<file path="src/hw/rtl/assert_macros.svh">
// assert_macros.svh: assertion helpers shared by the averager RTL.
// Each macro expects a clock named clk in scope; CHECK_RST also needs a reset named rst.
`ifndef ASSERT_MACROS_SVH
`define ASSERT_MACROS_SVH

// Check that is switched off while reset is high.
`define CHECK_RST(label, prop, msg) \
  label: assert property (@(posedge clk) disable iff (rst) prop) else $error(msg);

// Check that is also evaluated during reset.
`define CHECK_ALWAYS(label, prop, msg) \
  label: assert property (@(posedge clk) prop) else $error(msg);

`endif

</file>
<file path="src/hw/rtl/nwsa_pkg.sv">
// nwsa_pkg: shared widths, constants and the sentence request type.
// Used by the front end, the request queue, the back end and the top level.
package nwsa_pkg;

  // Field accumulator width (hundredths, saturating at 99999)
  localparam int ACC_W = 17;
  // Result widths
  localparam int DIR_W = 17;
  localparam int SPD_W = 19;

  // Depth of the queue between front and back end
  localparam int QUEUE_DEPTH = 4;

  // One parsed sentence handed from front to back
  typedef struct packed {
    logic [ACC_W-1:0] dir_accum;
    logic [ACC_W-1:0] speed_accum;
  } sentence_t;

endpackage

</file>
<file path="src/hw/rtl/nmea_wind_sentence_averager.sv">
// nmea_wind_sentence_averager: top level of the MWV wind sentence averager.
// Depends on nwsa_pkg, nwsa_front, nwsa_queue and nwsa_back.
//
// Usage:
//  - Input channel (in_valid/in_ready/rx_byte) takes one received character
//    per request, one per cycle while in_ready is high.
//  - A '$' after the first byte of a line closes the sentence; a sentence that
//    starts with "$IIMWV" yields one result request on the output channel
//    (out_valid/out_ready), all other sentences yield none.
//  - After the closing '$' is taken, the result passes through the request
//    queue, product stage, ring stage, reciprocal stage and output reg.
//  - The back end takes one sentence per cycle unless the output stalls.
//  - When the receiver stalls, the back end holds and sentences collect in a
//    4-entry queue; in_ready drops only while that queue is full.
//  - APB register 0 (byte address 0): speed_limit_milli, 19 bits, reset
//    100000; write only while the block is idle.
//  - Reset (synchronous, rst high) clears the line parser, both averaging
//    rings and the averages, and returns the limit to its reset value.
module nmea_wind_sentence_averager #(
  parameter int SAMPLE_COUNT = 5,
  parameter int LINE_LENGTH  = 64
) (
  input  logic                              clk,
  input  logic                              rst,
  // byte input
  input  logic                              in_valid,
  output logic                              in_ready,
  input  logic [7:0]                        rx_byte,
  // result output
  output logic                              out_valid,
  input  logic                              out_ready,
  output logic                              rejected,
  output logic signed [nwsa_pkg::DIR_W-1:0] direction_centideg,
  output logic [nwsa_pkg::SPD_W-1:0]        speed_milli,
  output logic signed [nwsa_pkg::DIR_W-1:0] avg_direction_centideg,
  output logic [nwsa_pkg::SPD_W-1:0]        avg_speed_milli,
  // configuration
  input  logic                              psel,
  input  logic                              penable,
  input  logic                              pwrite,
  input  logic [2:0]                        paddr,
  input  logic [31:0]                       pwdata,
  output logic [31:0]                       prdata,
  output logic                              pready
);

  localparam logic REG_SPEED_LIMIT = 1'b0;
  localparam logic [nwsa_pkg::SPD_W-1:0] LIMIT_RESET = nwsa_pkg::SPD_W'(100000);

  logic                       in_fire;
  logic                       push;
  nwsa_pkg::sentence_t        push_data;
  logic                       q_valid;
  logic                       q_full;
  logic                       q_pop;
  nwsa_pkg::sentence_t        q_head;
  logic [nwsa_pkg::SPD_W-1:0] speed_limit_milli;

  assign in_ready = !q_full;
  assign in_fire  = in_valid && in_ready;

  // Configuration register
  assign pready = 1'b1;
  assign prdata = (paddr[2] == REG_SPEED_LIMIT) ?
                  32'(speed_limit_milli) : '0;

  always_ff @(posedge clk) begin
    if (rst) begin
      speed_limit_milli <= LIMIT_RESET;
    end else if (psel && penable && pwrite && pready && paddr[2] == REG_SPEED_LIMIT) begin
      speed_limit_milli <= pwdata[nwsa_pkg::SPD_W-1:0];
    end
  end

  nwsa_front #(
    .LINE_LENGTH(LINE_LENGTH)
  ) u_front (
    .clk      (clk),
    .rst      (rst),
    .in_fire  (in_fire),
    .rx_byte  (rx_byte),
    .push     (push),
    .push_data(push_data)
  );

  nwsa_queue u_queue (
    .clk      (clk),
    .rst      (rst),
    .push     (push),
    .push_data(push_data),
    .pop      (q_pop),
    .valid    (q_valid),
    .full     (q_full),
    .head     (q_head)
  );

  nwsa_back #(
    .SAMPLE_COUNT(SAMPLE_COUNT)
  ) u_back (
    .clk                   (clk),
    .rst                   (rst),
    .q_valid               (q_valid),
    .q_data                (q_head),
    .q_pop                 (q_pop),
    .speed_limit_milli     (speed_limit_milli),
    .out_valid             (out_valid),
    .out_ready             (out_ready),
    .rejected              (rejected),
    .direction_centideg    (direction_centideg),
    .speed_milli           (speed_milli),
    .avg_direction_centideg(avg_direction_centideg),
    .avg_speed_milli       (avg_speed_milli)
  );

endmodule

</file>
<file path="src/hw/rtl/nwsa_front.sv">
// nwsa_front: byte-level sentence framing, header check and field parsing.
// Depends on nwsa_pkg; pushes one sentence_t per finished MWV sentence.
`include "assert_macros.svh"

module nwsa_front #(
  parameter int LINE_LENGTH = 64
) (
  input  logic                clk,
  input  logic                rst,
  input  logic                in_fire,
  input  logic [7:0]          rx_byte,
  output logic                push,
  output nwsa_pkg::sentence_t push_data
);

  localparam int POS_W = $clog2(LINE_LENGTH);
  localparam logic [POS_W-1:0] POS_MAX      = POS_W'(LINE_LENGTH - 1);
  localparam logic [POS_W-1:0] HEADER_LEN   = POS_W'(6);
  localparam logic [POS_W-1:0] DIR_FIRST    = POS_W'(7);
  localparam logic [POS_W-1:0] DIR_LAST     = POS_W'(11);
  localparam logic [POS_W-1:0] SPD_FIRST    = POS_W'(15);
  localparam logic [POS_W-1:0] SPD_LAST     = POS_W'(19);

  localparam logic [7:0] CHAR_DOLLAR = 8'h24;
  localparam logic [7:0] CHAR_POINT  = 8'h2E;
  localparam logic [7:0] CHAR_ZERO   = 8'h30;
  localparam logic [7:0] CHAR_NINE   = 8'h39;
  localparam logic [20:0] SAT_VALUE  = 21'd99999;

  typedef struct packed {
    logic [1:0] frac;    // decimals taken
    logic       point;   // decimal point seen
    logic       stop;    // field parse finished
  } field_flags_t;

  typedef struct packed {
    logic [nwsa_pkg::ACC_W-1:0] acc;
    field_flags_t               flags;
  } field_state_t;

  // Expected sentence header "$IIMWV"
  function automatic logic [7:0] header_char(input logic [2:0] idx);
    logic [7:0] ch;
    unique case (idx)
      3'd0:    ch = 8'h24;  // $
      3'd1:    ch = 8'h49;  // I
      3'd2:    ch = 8'h49;  // I
      3'd3:    ch = 8'h4D;  // M
      3'd4:    ch = 8'h57;  // W
      3'd5:    ch = 8'h56;  // V
      default: ch = 8'h00;
    endcase
    return ch;
  endfunction

  // One character step of the decimal field parser
  function automatic field_state_t feed_digit(input field_state_t cur, input logic [7:0] c);
    field_state_t nxt;
    logic [20:0]  v;
    logic [20:0]  d;
    nxt = cur;
    v   = 21'(cur.acc);
    d   = 21'(c[3:0]);
    if (!cur.flags.stop) begin
      if (c == CHAR_POINT) begin
        if (cur.flags.point) begin
          nxt.flags.stop = 1'b1;
        end else begin
          nxt.flags.point = 1'b1;
        end
      end else if (c < CHAR_ZERO || c > CHAR_NINE) begin
        nxt.flags.stop = 1'b1;
      end else begin
        if (!cur.flags.point) begin
          v = 21'(v * 21'd10) + 21'(d * 21'd100);
        end else if (cur.flags.frac == 2'd0) begin
          v = v + 21'(d * 21'd10);
          nxt.flags.frac = 2'd1;
        end else if (cur.flags.frac == 2'd1) begin
          v = v + d;
          nxt.flags.frac = 2'd2;
        end
        if (v > SAT_VALUE) begin
          v = SAT_VALUE;
        end
        nxt.acc = v[nwsa_pkg::ACC_W-1:0];
      end
    end
    return nxt;
  endfunction

  logic [POS_W-1:0] line_position;
  logic             header_match;
  field_state_t     dir_field;
  field_state_t     spd_field;
  logic             line_end;

  // A '$' past the first position closes the sentence
  assign line_end = (rx_byte == CHAR_DOLLAR) && (line_position != '0);
  assign push     = in_fire && line_end && header_match && (line_position >= HEADER_LEN);
  assign push_data.dir_accum   = dir_field.acc;
  assign push_data.speed_accum = spd_field.acc;

  // Line state; the closing '$' opens the next line as its first byte
  always_ff @(posedge clk) begin
    if (rst) begin
      line_position <= '0;
      header_match  <= 1'b1;
      dir_field     <= '0;
      spd_field     <= '0;
    end else if (in_fire) begin
      if (line_end) begin
        line_position <= POS_W'(1);
        header_match  <= 1'b1;
        dir_field     <= '0;
        spd_field     <= '0;
      end else begin
        if (line_position < HEADER_LEN) begin
          if (rx_byte != header_char(line_position[2:0])) begin
            header_match <= 1'b0;
          end
        end else if (line_position >= DIR_FIRST && line_position <= DIR_LAST) begin
          dir_field <= feed_digit(dir_field, rx_byte);
        end else if (line_position >= SPD_FIRST && line_position <= SPD_LAST) begin
          spd_field <= feed_digit(spd_field, rx_byte);
        end
        if (line_position != POS_MAX) begin
          line_position <= line_position + POS_W'(1);
        end
      end
    end
  end

  `CHECK_RST(a_push_restarts_line, push |=> (line_position == POS_W'(1)) && header_match, "line not restarted after sentence")

endmodule

</file>
<file path="src/hw/rtl/nwsa_queue.sv">
// nwsa_queue: short FIFO of sentence requests between front and back end.
// Depends on nwsa_pkg for the entry type and depth.
`include "assert_macros.svh"

module nwsa_queue (
  input  logic                clk,
  input  logic                rst,
  input  logic                push,
  input  nwsa_pkg::sentence_t push_data,
  input  logic                pop,
  output logic                valid,
  output logic                full,
  output nwsa_pkg::sentence_t head
);

  localparam int DEPTH = nwsa_pkg::QUEUE_DEPTH;
  localparam int PTR_W = $clog2(DEPTH);
  localparam int CNT_W = $clog2(DEPTH + 1);
  localparam logic [CNT_W-1:0] CNT_FULL = CNT_W'(DEPTH);
  localparam logic [PTR_W-1:0] PTR_LAST = PTR_W'(DEPTH - 1);

  nwsa_pkg::sentence_t entries [DEPTH];
  logic [PTR_W-1:0]    wr_ptr;
  logic [PTR_W-1:0]    rd_ptr;
  logic [CNT_W-1:0]    count;
  logic                do_push;
  logic                do_pop;

  assign valid   = (count != '0);
  assign full    = (count == CNT_FULL);
  assign head    = entries[rd_ptr];
  assign do_push = push && !full;
  assign do_pop  = pop && valid;

  // Storage
  always_ff @(posedge clk) begin
    if (do_push) begin
      entries[wr_ptr] <= push_data;
    end
  end

  // Pointers and fill count
  always_ff @(posedge clk) begin
    if (rst) begin
      wr_ptr <= '0;
      rd_ptr <= '0;
      count  <= '0;
    end else begin
      if (do_push) begin
        wr_ptr <= (wr_ptr == PTR_LAST) ? '0 : wr_ptr + PTR_W'(1);
      end
      if (do_pop) begin
        rd_ptr <= (rd_ptr == PTR_LAST) ? '0 : rd_ptr + PTR_W'(1);
      end
      if (do_push && !do_pop) begin
        count <= count + CNT_W'(1);
      end else if (do_pop && !do_push) begin
        count <= count - CNT_W'(1);
      end
    end
  end

  `CHECK_RST(a_q_no_overflow, push |-> !full || pop, "request pushed into full queue")

endmodule

</file>
<file path="src/hw/rtl/nwsa_back.sv">
// nwsa_back: unit conversion, limit check, averaging rings and output register.
// Depends on nwsa_pkg; pops sentence requests from nwsa_queue.
`include "assert_macros.svh"

module nwsa_back #(
  parameter int SAMPLE_COUNT = 5
) (
  input  logic                              clk,
  input  logic                              rst,
  input  logic                              q_valid,
  input  nwsa_pkg::sentence_t               q_data,
  output logic                              q_pop,
  input  logic [nwsa_pkg::SPD_W-1:0]        speed_limit_milli,
  output logic                              out_valid,
  input  logic                              out_ready,
  output logic                              rejected,
  output logic signed [nwsa_pkg::DIR_W-1:0] direction_centideg,
  output logic [nwsa_pkg::SPD_W-1:0]        speed_milli,
  output logic signed [nwsa_pkg::DIR_W-1:0] avg_direction_centideg,
  output logic [nwsa_pkg::SPD_W-1:0]        avg_speed_milli
);

  localparam int ACC_W  = nwsa_pkg::ACC_W;
  localparam int DIR_W  = nwsa_pkg::DIR_W;
  localparam int SPD_W  = nwsa_pkg::SPD_W;
  localparam int KNOT_W = 19;
  localparam int PROD_W = ACC_W + KNOT_W;
  localparam logic [KNOT_W-1:0] KNOT_TO_MILLI_Q16 = KNOT_W'(337147);

  localparam logic signed [DIR_W:0] HALF_TURN = (DIR_W+1)'(18000);
  localparam logic signed [DIR_W:0] FULL_TURN = (DIR_W+1)'(36000);

  localparam int SLOT_W  = (SAMPLE_COUNT > 1) ? $clog2(SAMPLE_COUNT) : 1;
  localparam int CNT_LOG = $clog2(SAMPLE_COUNT);
  localparam logic [SLOT_W-1:0] SLOT_LAST = SLOT_W'(SAMPLE_COUNT - 1);

  // Ring sums and exact reciprocal multipliers for the division by the ring size
  localparam int SSUM_W  = SPD_W + CNT_LOG;
  localparam int DSUM_W  = DIR_W + CNT_LOG;
  localparam int S_SHIFT = SSUM_W + CNT_LOG;
  localparam int D_SHIFT = DSUM_W + CNT_LOG;
  localparam longint unsigned S_POW = 64'd1 << S_SHIFT;
  localparam longint unsigned D_POW = 64'd1 << D_SHIFT;
  localparam logic [S_SHIFT:0] S_RECIP =
    (S_SHIFT+1)'((S_POW + SAMPLE_COUNT - 1) / SAMPLE_COUNT);
  localparam logic [D_SHIFT:0] D_RECIP =
    (D_SHIFT+1)'((D_POW + SAMPLE_COUNT - 1) / SAMPLE_COUNT);
  localparam int SPROD_W = SSUM_W + S_SHIFT + 1;
  localparam int DPROD_W = DSUM_W + D_SHIFT + 1;
  localparam logic [SSUM_W-1:0] SSUM_MAX = SSUM_W'(SAMPLE_COUNT * 514440);

  logic en;

  // Stage 1: direction wrap and knot-to-milli product
  logic                    s1_valid;
  logic signed [DIR_W-1:0] s1_dir;
  logic [PROD_W-1:0]       s1_prod;
  logic signed [DIR_W:0]   dir_wide;
  logic signed [DIR_W:0]   dir_wrapped;

  // Stage 2: limit check and ring update
  logic                     s2_valid;
  logic                     s2_rej;
  logic                     s2_first;
  logic signed [DIR_W-1:0]  s2_dir;
  logic [SPD_W-1:0]         s2_spd;
  logic signed [DSUM_W-1:0] s2_dsum;
  logic [SSUM_W-1:0]        s2_ssum;

  logic signed [DIR_W-1:0]  dir_ring [SAMPLE_COUNT];
  logic [SPD_W-1:0]         spd_ring [SAMPLE_COUNT];
  logic [SLOT_W-1:0]        ring_slot;
  logic                     first_sample;
  logic signed [DSUM_W-1:0] dir_sum;
  logic [SSUM_W-1:0]        spd_sum;
  logic [SPD_W-1:0]         spd;
  logic                     rej;
  logic signed [DSUM_W-1:0] dir_sum_next;
  logic [SSUM_W-1:0]        spd_sum_next;

  // Stage 3: reciprocal multiplies
  logic                    s3_valid;
  logic                    s3_rej;
  logic                    s3_first;
  logic signed [DIR_W-1:0] s3_dir;
  logic [SPD_W-1:0]        s3_spd;
  logic                    s3_dneg;
  logic [DPROD_W-1:0]      s3_dprod;
  logic [SPROD_W-1:0]      s3_sprod;
  logic [DSUM_W-1:0]       dir_mag;

  // Output stage
  logic signed [DIR_W-1:0] avg_dir_reg;
  logic [SPD_W-1:0]        avg_speed_reg;
  logic [DSUM_W-1:0]       dir_quot;
  logic [SPD_W-1:0]        spd_quot;
  logic signed [DIR_W-1:0] avg_dir_calc;
  logic signed [DIR_W-1:0] avg_dir_next;
  logic [SPD_W-1:0]        avg_speed_next;

  // Whole pipeline advances while the output register can take a result
  assign en    = !out_valid || out_ready;
  assign q_pop = en && q_valid;

  // Stage 1
  always_comb begin
    dir_wide    = signed'({1'b0, q_data.dir_accum});
    dir_wrapped = (dir_wide > HALF_TURN) ? dir_wide - FULL_TURN : dir_wide;
  end

  always_ff @(posedge clk) begin
    if (rst) begin
      s1_valid <= 1'b0;
    end else if (en) begin
      s1_valid <= q_valid;
    end
  end

  always_ff @(posedge clk) begin
    if (q_pop) begin
      s1_dir  <= dir_wrapped[DIR_W-1:0];
      s1_prod <= PROD_W'(q_data.speed_accum) * PROD_W'(KNOT_TO_MILLI_Q16);
    end
  end

  // Stage 2
  always_comb begin
    spd          = s1_prod[16 +: SPD_W];
    rej          = spd > speed_limit_milli;
    dir_sum_next = dir_sum - DSUM_W'(dir_ring[ring_slot]) + DSUM_W'(s1_dir);
    spd_sum_next = spd_sum - SSUM_W'(spd_ring[ring_slot]) + SSUM_W'(spd);
  end

  always_ff @(posedge clk) begin
    if (rst) begin
      for (int i = 0; i < SAMPLE_COUNT; i++) begin
        dir_ring[i] <= '0;
        spd_ring[i] <= '0;
      end
      ring_slot    <= '0;
      first_sample <= 1'b1;
      dir_sum      <= '0;
      spd_sum      <= '0;
      s2_valid     <= 1'b0;
    end else if (en) begin
      s2_valid <= s1_valid;
      if (s1_valid && !rej) begin
        dir_ring[ring_slot] <= s1_dir;
        spd_ring[ring_slot] <= spd;
        ring_slot           <= (ring_slot == SLOT_LAST) ? '0 : ring_slot + SLOT_W'(1);
        first_sample        <= 1'b0;
        dir_sum             <= dir_sum_next;
        spd_sum             <= spd_sum_next;
      end
    end
  end

  always_ff @(posedge clk) begin
    if (en && s1_valid) begin
      s2_rej   <= rej;
      s2_first <= first_sample && !rej;
      s2_dir   <= s1_dir;
      s2_spd   <= spd;
      s2_dsum  <= dir_sum_next;
      s2_ssum  <= spd_sum_next;
    end
  end

  // Stage 3: sign-magnitude split for truncation toward zero
  assign dir_mag = s2_dsum[DSUM_W-1] ? unsigned'(-s2_dsum) : unsigned'(s2_dsum);

  always_ff @(posedge clk) begin
    if (rst) begin
      s3_valid <= 1'b0;
    end else if (en) begin
      s3_valid <= s2_valid;
    end
  end

  always_ff @(posedge clk) begin
    if (en && s2_valid) begin
      s3_rej   <= s2_rej;
      s3_first <= s2_first;
      s3_dir   <= s2_dir;
      s3_spd   <= s2_spd;
      s3_dneg  <= s2_dsum[DSUM_W-1];
      s3_dprod <= DPROD_W'(dir_mag) * DPROD_W'(D_RECIP);
      s3_sprod <= SPROD_W'(s2_ssum) * SPROD_W'(S_RECIP);
    end
  end

  // Output stage: quotient, sign restore and average selection
  always_comb begin
    dir_quot     = s3_dprod[D_SHIFT +: DSUM_W];
    spd_quot     = s3_sprod[S_SHIFT +: SPD_W];
    avg_dir_calc = s3_dneg ? DIR_W'(-dir_quot) : DIR_W'(dir_quot);
    priority if (s3_rej) begin
      avg_dir_next   = avg_dir_reg;
      avg_speed_next = avg_speed_reg;
    end else if (s3_first) begin
      avg_dir_next   = s3_dir;
      avg_speed_next = s3_spd;
    end else begin
      avg_dir_next   = avg_dir_calc;
      avg_speed_next = spd_quot;
    end
  end

  always_ff @(posedge clk) begin
    if (rst) begin
      out_valid     <= 1'b0;
      avg_dir_reg   <= '0;
      avg_speed_reg <= '0;
    end else if (en) begin
      out_valid <= s3_valid;
      if (s3_valid) begin
        avg_dir_reg   <= avg_dir_next;
        avg_speed_reg <= avg_speed_next;
      end
    end
  end

  always_ff @(posedge clk) begin
    if (en && s3_valid) begin
      rejected               <= s3_rej;
      direction_centideg     <= s3_dir;
      speed_milli            <= s3_spd;
      avg_direction_centideg <= avg_dir_next;
      avg_speed_milli        <= avg_speed_next;
    end
  end

  `CHECK_ALWAYS(a_rst_clears_pipe, rst |=> !out_valid && !s1_valid && !s2_valid && !s3_valid, "pipeline not cleared by reset")
  `CHECK_RST(a_spd_sum_bound, spd_sum <= SSUM_MAX, "speed ring sum out of range")
  `CHECK_RST(a_stall_holds_ring, !en |=> $stable(ring_slot) && $stable(spd_sum), "ring moved during stall")

endmodule
</file>
<file path="config.mk">
export PLATFORM = sky130hd
export DESIGN_NAME = nmea_wind_sentence_averager
export DESIGN_NICKNAME = d
export VERILOG_FILES = /design/src/hw/rtl/nwsa_pkg.sv /design/src/hw/rtl/nmea_wind_sentence_averager.sv /design/src/hw/rtl/nwsa_front.sv /design/src/hw/rtl/nwsa_queue.sv /design/src/hw/rtl/nwsa_back.sv
export VERILOG_INCLUDE_DIRS = /design/src /design/src/hw/rtl
export SDC_FILE = /design/constraint.sdc
export NUM_CORES = 2
export LEC_CHECK = 0
export ABC_AREA = 1
export BUFFER_PORTS_ARGS = -buffer_cell sky130_fd_sc_hd__clkbuf_2
export CORE_ASPECT_RATIO = 0.8
export CORE_MARGIN = 3
export CORE_UTILIZATION = 50
export CTS_CLUSTER_SIZE = 16
export DETAILED_ROUTE_END_ITERATION = 10
export PLACE_DENSITY = 0.63
export SLEW_MARGIN = 20
export SYNTH_ARGS = -nofsm -noshare
export SYNTH_HDL_FRONTEND = slang
export SYNTH_SLANG_ARGS = --single-unit
</file>
<file path="constraint.sdc">
create_clock -name clk -period 10.3 [get_ports clk]
set_input_delay 2.06 -clock clk [delete_from_list [all_inputs] [get_ports clk]]
set_output_delay 2.06 -clock clk [all_outputs]
set_load 0.01 [all_outputs]
</file>
# Word level (Yosys, flattened, before mapping)
# Memory sizes are Yosys's and may differ from the RTL's. A register that Yosys moved wholly into a read port is not among the register bits.
# Index checks and enable logic that the tools add are counted.
[word_totals] out_inout_bits=108 n_memories=3 word_cells=258 in_bits=50 ramBits=316 ff_bits=488
[classes] n_eq_ne=21 addsub=19 bitwise_logic=1 magnitude_cmp=12 multipliers=7 n_mux=93 n_reduce_logical=58
[mem_list] memory="u_queue.entries" words=4 word_bits=34 rd=1 rd_ports_with_merged_regs=1 wr=1 line="nwsa_queue.sv:22" rtl="nwsa_pkg::sentence_t entries [DEPTH];"
[mem_list] memory="u_back.spd_ring" words=5 word_bits=19 rd=1 rd_ports_with_merged_regs=1 wr=5 line="nwsa_back.sv:71" rtl="logic [SPD_W-1:0] spd_ring [SAMPLE_COUNT];"
[mem_list] memory="u_back.dir_ring" words=5 word_bits=17 rd=1 rd_ports_with_merged_regs=1 wr=5 line="nwsa_back.sv:70" rtl="logic signed [DIR_W-1:0] dir_ring [SAMPLE_COUNT];"
[ops] cell="2-to-1 mux 21 bit" count=32
[ops] cell="2-to-1 mux 19 bit" count=8
[ops] cell="2-to-1 mux 17 bit" count=7
[ops] cell="multiplier 22 x 23 -> 44 bit (second input constant)" count=1
[ops] cell="adder 21 x 11 -> 21 bit" count=2
[ops] cell="greater-than comparator 21 x 17 -> 1 bit (second input constant)" count=2
[ops] cell="multiplier 17 x 3 -> 20 bit (second input constant)" count=2
[ops] cell="multiplier 20 x 20 -> 39 bit (second input constant)" count=1
[ops] cell="adder 17 x 4 -> 18 bit" count=2
[ops] cell="adder 17 x 8 -> 18 bit" count=2
[ops] cell="multiplier 17 x 19 -> 35 bit (second input constant)" count=1
[ops] cell="one-hot mux 7 bit (5 select lines)" count=1
[ops] cell="2-to-1 mux 8 bit" count=4
[ops] cell="2-to-1 mux 3 bit" count=9
[ops] cell="adder 22 x 19 -> 22 bit" count=1
[ops] cell="subtractor 22 x 19 -> 22 bit" count=1
[ops] cell="adder 20 x 17 -> 20 bit" count=1
[ops] cell="logical AND 1 bit" count=20
[ops] cell="2-to-1 mux 2 bit" count=10
[ops] cell="2-to-1 mux 20 bit" count=1
[ops] cell="negation 20 bit" count=1
[ops] cell="subtractor 20 x 17 -> 20 bit" count=1
[ops] cell="greater-than comparator 19 bit" count=1
[ops] cell="2-to-1 mux 1 bit" count=19
[ops] cell="46 further kinds" count=81

# Longest topological paths before layout
[depth] word_depth=22 mapped_depth=35 ltp_nobuf=33

# Hierarchy
# A second synthesis with hierarchy kept.
[hier_totals] hier_cells=7521 area_unflattened_um2=66648.9
[modules_own_cells] module="nwsa_back" seq_area_each_um2=18357.6 cells_each=5342 n_inst=1 area_per_inst_um2=50527.2
[modules_own_cells] module="nwsa_front" seq_area_each_um2=980.9 cells_each=1606 n_inst=1 area_per_inst_um2=9288.9
[modules_own_cells] module="nwsa_queue" seq_area_each_um2=4264.1 cells_each=399 n_inst=1 area_per_inst_um2=5748.0
[modules_own_cells] module="nmea_wind_sentence_averager" seq_area_each_um2=380.4 cells_each=174 n_inst=1 area_per_inst_um2=1084.8

# Worst setup path before layout
# Ideal clock, no wire load.
[synth_path] kind="input port to flip-flop" startpoint="in out_ready" endpoint="mem u_back.dir_ring[5][0], enable pin" setup_time_ps=474 path_stages=8 slack_ps=698 arrival_time_ps=9128 required_time_ps=9826 n_path_buf=0 path_cell_list="nor2_1 -> nor2_1 -> inv_1 -> nor2_4 -> inv_2 -> nor2_2 -> nand2_1 -> nor3_1"
[synth_rtl] element="start: declaration" line="nmea_wind_sentence_averager.sv:31" rtl="input logic out_ready,"
[synth_rtl] element="end: declaration" line="nwsa_back.sv:70"

# Final worst setup path
[layout_path] startpoint="reg u_back.s2_dsum[0]" endpoint="reg u_back.s3_dprod[38], data pin"
[layout_between] elab_chain_len=3
[layout_lines] element="start: declaration" line="nwsa_back.sv:67" rtl="logic signed [DSUM_W-1:0] s2_dsum;"
[layout_lines] element="start signal: assignment" line="nwsa_back.sv:164" rtl="s2_dsum <= dir_sum_next;"
[layout_lines] element="negation 20 bit" line="nwsa_back.sv:170" rtl="assign dir_mag = s2_dsum[DSUM_W-1] ? unsigned'(-s2_dsum) : unsigned'(s2_dsum);"
[layout_lines] element="2-to-1 mux 20 bit *" line="nwsa_back.sv:170"
[layout_lines] element="multiplier 20 x 20 -> 39 bit *" line="nwsa_back.sv:187" rtl="s3_dprod <= DPROD_W'(dir_mag) * DPROD_W'(D_RECIP);"
[layout_lines] element="end signal: assignment" line="nwsa_back.sv:187"
[layout_lines] element="end: declaration" line="nwsa_back.sv:88" rtl="logic [DPROD_W-1:0] s3_dprod;"
# Mark *: on every way between the ends. The rest lies on a longest branch, timed or not.
# A chain may end at the register's enable or synchronous reset.

==> reports/results.ini <==
[timing]
hold_ws_ns=0.408
total_setup_violations_reported_at_the_end_of_the_flow=0
final.min_clock_period_ns=8.29
final.setup.worst_slack_ns=2.01
max_slew.worst_pin.slew_ns=1.16
finalHoldViolations=0
finalMaxSlewViolations=0
maxClockFrequency_mhz=121
unrepaired_setup_endpoints_after_global_routing=false
timing.setup.tns_ns=0
post-route-period-util=0.805
slew-limit-headroom=0.227
final.setup_skew_ns=0.0245

[yosys]
netlist_instances=6732
ys.warnings.count=0
synthArstFlopShare=0
mappedNetlistArea_um2=63600
yosys.area.top_type_share=0.325
count_of_unique_library_cells_instantiated_by_yosys=70
yosysSeqAreaShare=0.377
synth_area_leaders=edfxtp_1, ha_1, fa_1
synth-edff-count=688
mean_syn_cell_area_um2=9.44
synthDominantAreaCellType=edfxtp_1
yosys_most_used_dff=edfxtp_1
synth.ff_latch_count=854

[setup_path]
reg2reg_from=u_back.s2_dsum[0]
worstSetupStartpointType=register
timing.rr.end=u_back.s3_dprod[38]
critical-path-slowest-cell=edfxtp_1
critical_path_sink_type=register
setup.reg_to_reg.worst_slack_ns=2.01
arrival_ns=8.68
startpoint=u_back.s2_dsum[0]
cp_common_cell=inv_1
worst_r2r_path_depth=30
cp_data_required_time_ns=10.69
timing_worst_setup_path_type=register to register
endpoint=u_back.s3_dprod[38]
max_stage_delay_ns=0.56
critPathMaxFanout=8

[routing]
detail_route.drc_violations=0
num_vias=46400
ant_nets=0
drt_wl_total_mm=158
detail_route.vias_per_cell=5.42
first_drt_pass_iteration_count=6
first_iter_violations=3744
routedWlPerCell_um=18.5

[floorplan]
floorplan.die_area_um2=131000
ios=158
die_height_um=325
starting_utilization_of_the_core_area=0.506
chip_width_um=405
core_area_um2=126000
placement_rows=116

[final_layout]
largest_register_ff_count=152
layout_top_registers=u_back.spd_ring x152, u_back.dir_ring x136, u_queue.entries x136
flow.area_growth_from_synthesis_pct=8.37
fillers=11200
layout.cell_area.non_filler_um2=68900
seq_area_um2=24000
multiInputGateArea_um2=34500
nNetsFinal=8017
fraction_of_layout_cells_with_a_size_suffix_above_1=0.0691
registers.top_by_ff_count=u_back.spd_ring

[grt]
grt_pass1_vias=45100
grt_start_max_net_pins=90
grt_util_all_layers=0.240
grt_antenna_before_repair=7
first_pass_grt_wire_length_mm=250
gr-total-overflow=0

[clocking]
cts.sink_count=854
cts_max_path_buffers=3
clk_transition_reported_paths_ns=0.06
tritoncts_clock_tree=built
clk_latency_ns=0.68
cts.root.buffer_cell=clkbuf_16
cts_setup_buffers=0
cts-hold-fix-buffers=0
tritoncts.num_buffers=84
cells_resized_by_post_cts_repair=0
htree_num_levels=3

[place]
dpl_worst_slack_ns=2.11
io_buffers=128
placedInstanceArea_um2=66000
gp_congestion=0.948
detailedPlacementHpwl_mm=119

[job]
maxCapViolCount=0

[status]
status=completed

[hold_path]
hold_path_class=register to register

==> cells in the mapped netlist, types with 13 or more instances <==
master,n
nor3_1,57
nand3_1,206
xnor2_1,56
o22ai_1,53
a22oi_1,21
nor2_2,14
nand3b_1,13
a21oi_1,378
a211oi_1,29
buf_4,18
nand4_1,58
ha_1,709
inv_2,21
a21o_1,27
a21oi_2,17
nand2_2,32
nor2_1,777
buf_2,23
dfxtp_1,166
o211ai_1,32
nand2_1,876
xor2_1,139
buf_1,18
inv_1,1130
edfxtp_1,688
fa_1,425
clkbuf_1,107
nand3_2,22
a31oi_1,66
o21ai_0,392
o21bai_1,18
o221ai_1,13
==> worst max-delay path: cells and delay by family (launching register included) <==
| kind | cells | cell delay (ns) |
|---|---|---|
| AND/OR/NAND/NOR | 11 | 2.27 |
| XOR/XNOR | 2 | 0.57 |
| adder cells (fa/ha/maj) | 9 | 3.62 |
| buffers and inverters | 7 | 0.70 |
| AO/OA/AOI/OAI | 1 | 0.27 |
| flip-flops | 1 | 0.56 |
==> stage by stage <==
stage,util,instances
global placement,0.525,8399
CTS,0.548,8555
global route,0.548,8555
detailed placement,0.525,8399
floorplan,-,6744
finish,0.548,8556
==> how the worst min path moves through the flow <==
| stage | start | endpoint | slack (ns) | depth (start not counted) |
|---|---|---|---|---|
| 3_5_place_dp | u_back.s2_dir[1] | u_back.s3_dir[1] | 0.40 | 0 |
| 6_report | u_back.s2_spd[17] | u_back.s3_spd[17] | 0.41 | 0 |
| 5_1_grt | u_back.s2_spd[17] | u_back.s3_spd[17] | 0.40 | 0 |
| 4_1_cts | u_back.s2_spd[17] | u_back.s3_spd[17] | 0.40 | 0 |
| 3_3_place_gp | u_back.s2_dir[2] | u_back.s3_dir[2] | 0.40 | 0 |
| 2_1_floorplan | u_back.s2_dir[0] | u_back.s3_dir[0] | 0.40 | 0 |
==> final cells by class <==
cell class	instances	share of cell area
Antenna cell	1	0.0000363
Clock buffer	115	0.0344
Clock inverter	41	0.00787
Inverter	1157	0.0631
Multi-Input combinational cell	4555	0.501
Sequential cell	854	0.348
Tap cell	1652	0.0300
Timing Repair Buffer	181	0.0152
==> per-layer routing <==
metal  vias up  routed length (um)  track usage
met3       194               11400       0.0381
li1      22600                   -            -
met5         -                   0            0
met2      1345               67700        0.357
met4         0                3160       0.0487
met1     22300               75900        0.369
==> kinds of logic after synthesis <==
kind of cell,Yosys count,synth area share
XOR/XNOR,195,0.0269
buffers and inverters,1335,0.0818
AO/OA/AOI/OAI,1117,0.101
AND/OR/NAND/NOR,2095,0.139
flip-flops,854,0.377
adder cells (fa/ha/maj),1134,0.273
other,2,0.000118
==> placed cells by master (no fill, tap or decap), types with 58 or more instances in the layout <==
cell       count
dfxtp_1      163
fa_1         425
a21oi_1      378
edfxtp_1     688
nand4_1       58
ha_1         709
clkbuf_16     86
clkbuf_2     127
a31oi_1       65
o21ai_0      392
xor2_1       139
nand2_1      871
nand3_1      206
nor2_1       771
inv_1       1129
Power is left out: the tool's default activity adds up to more than one toggle a clock period on the data nets, which glitch-free logic cannot reach.
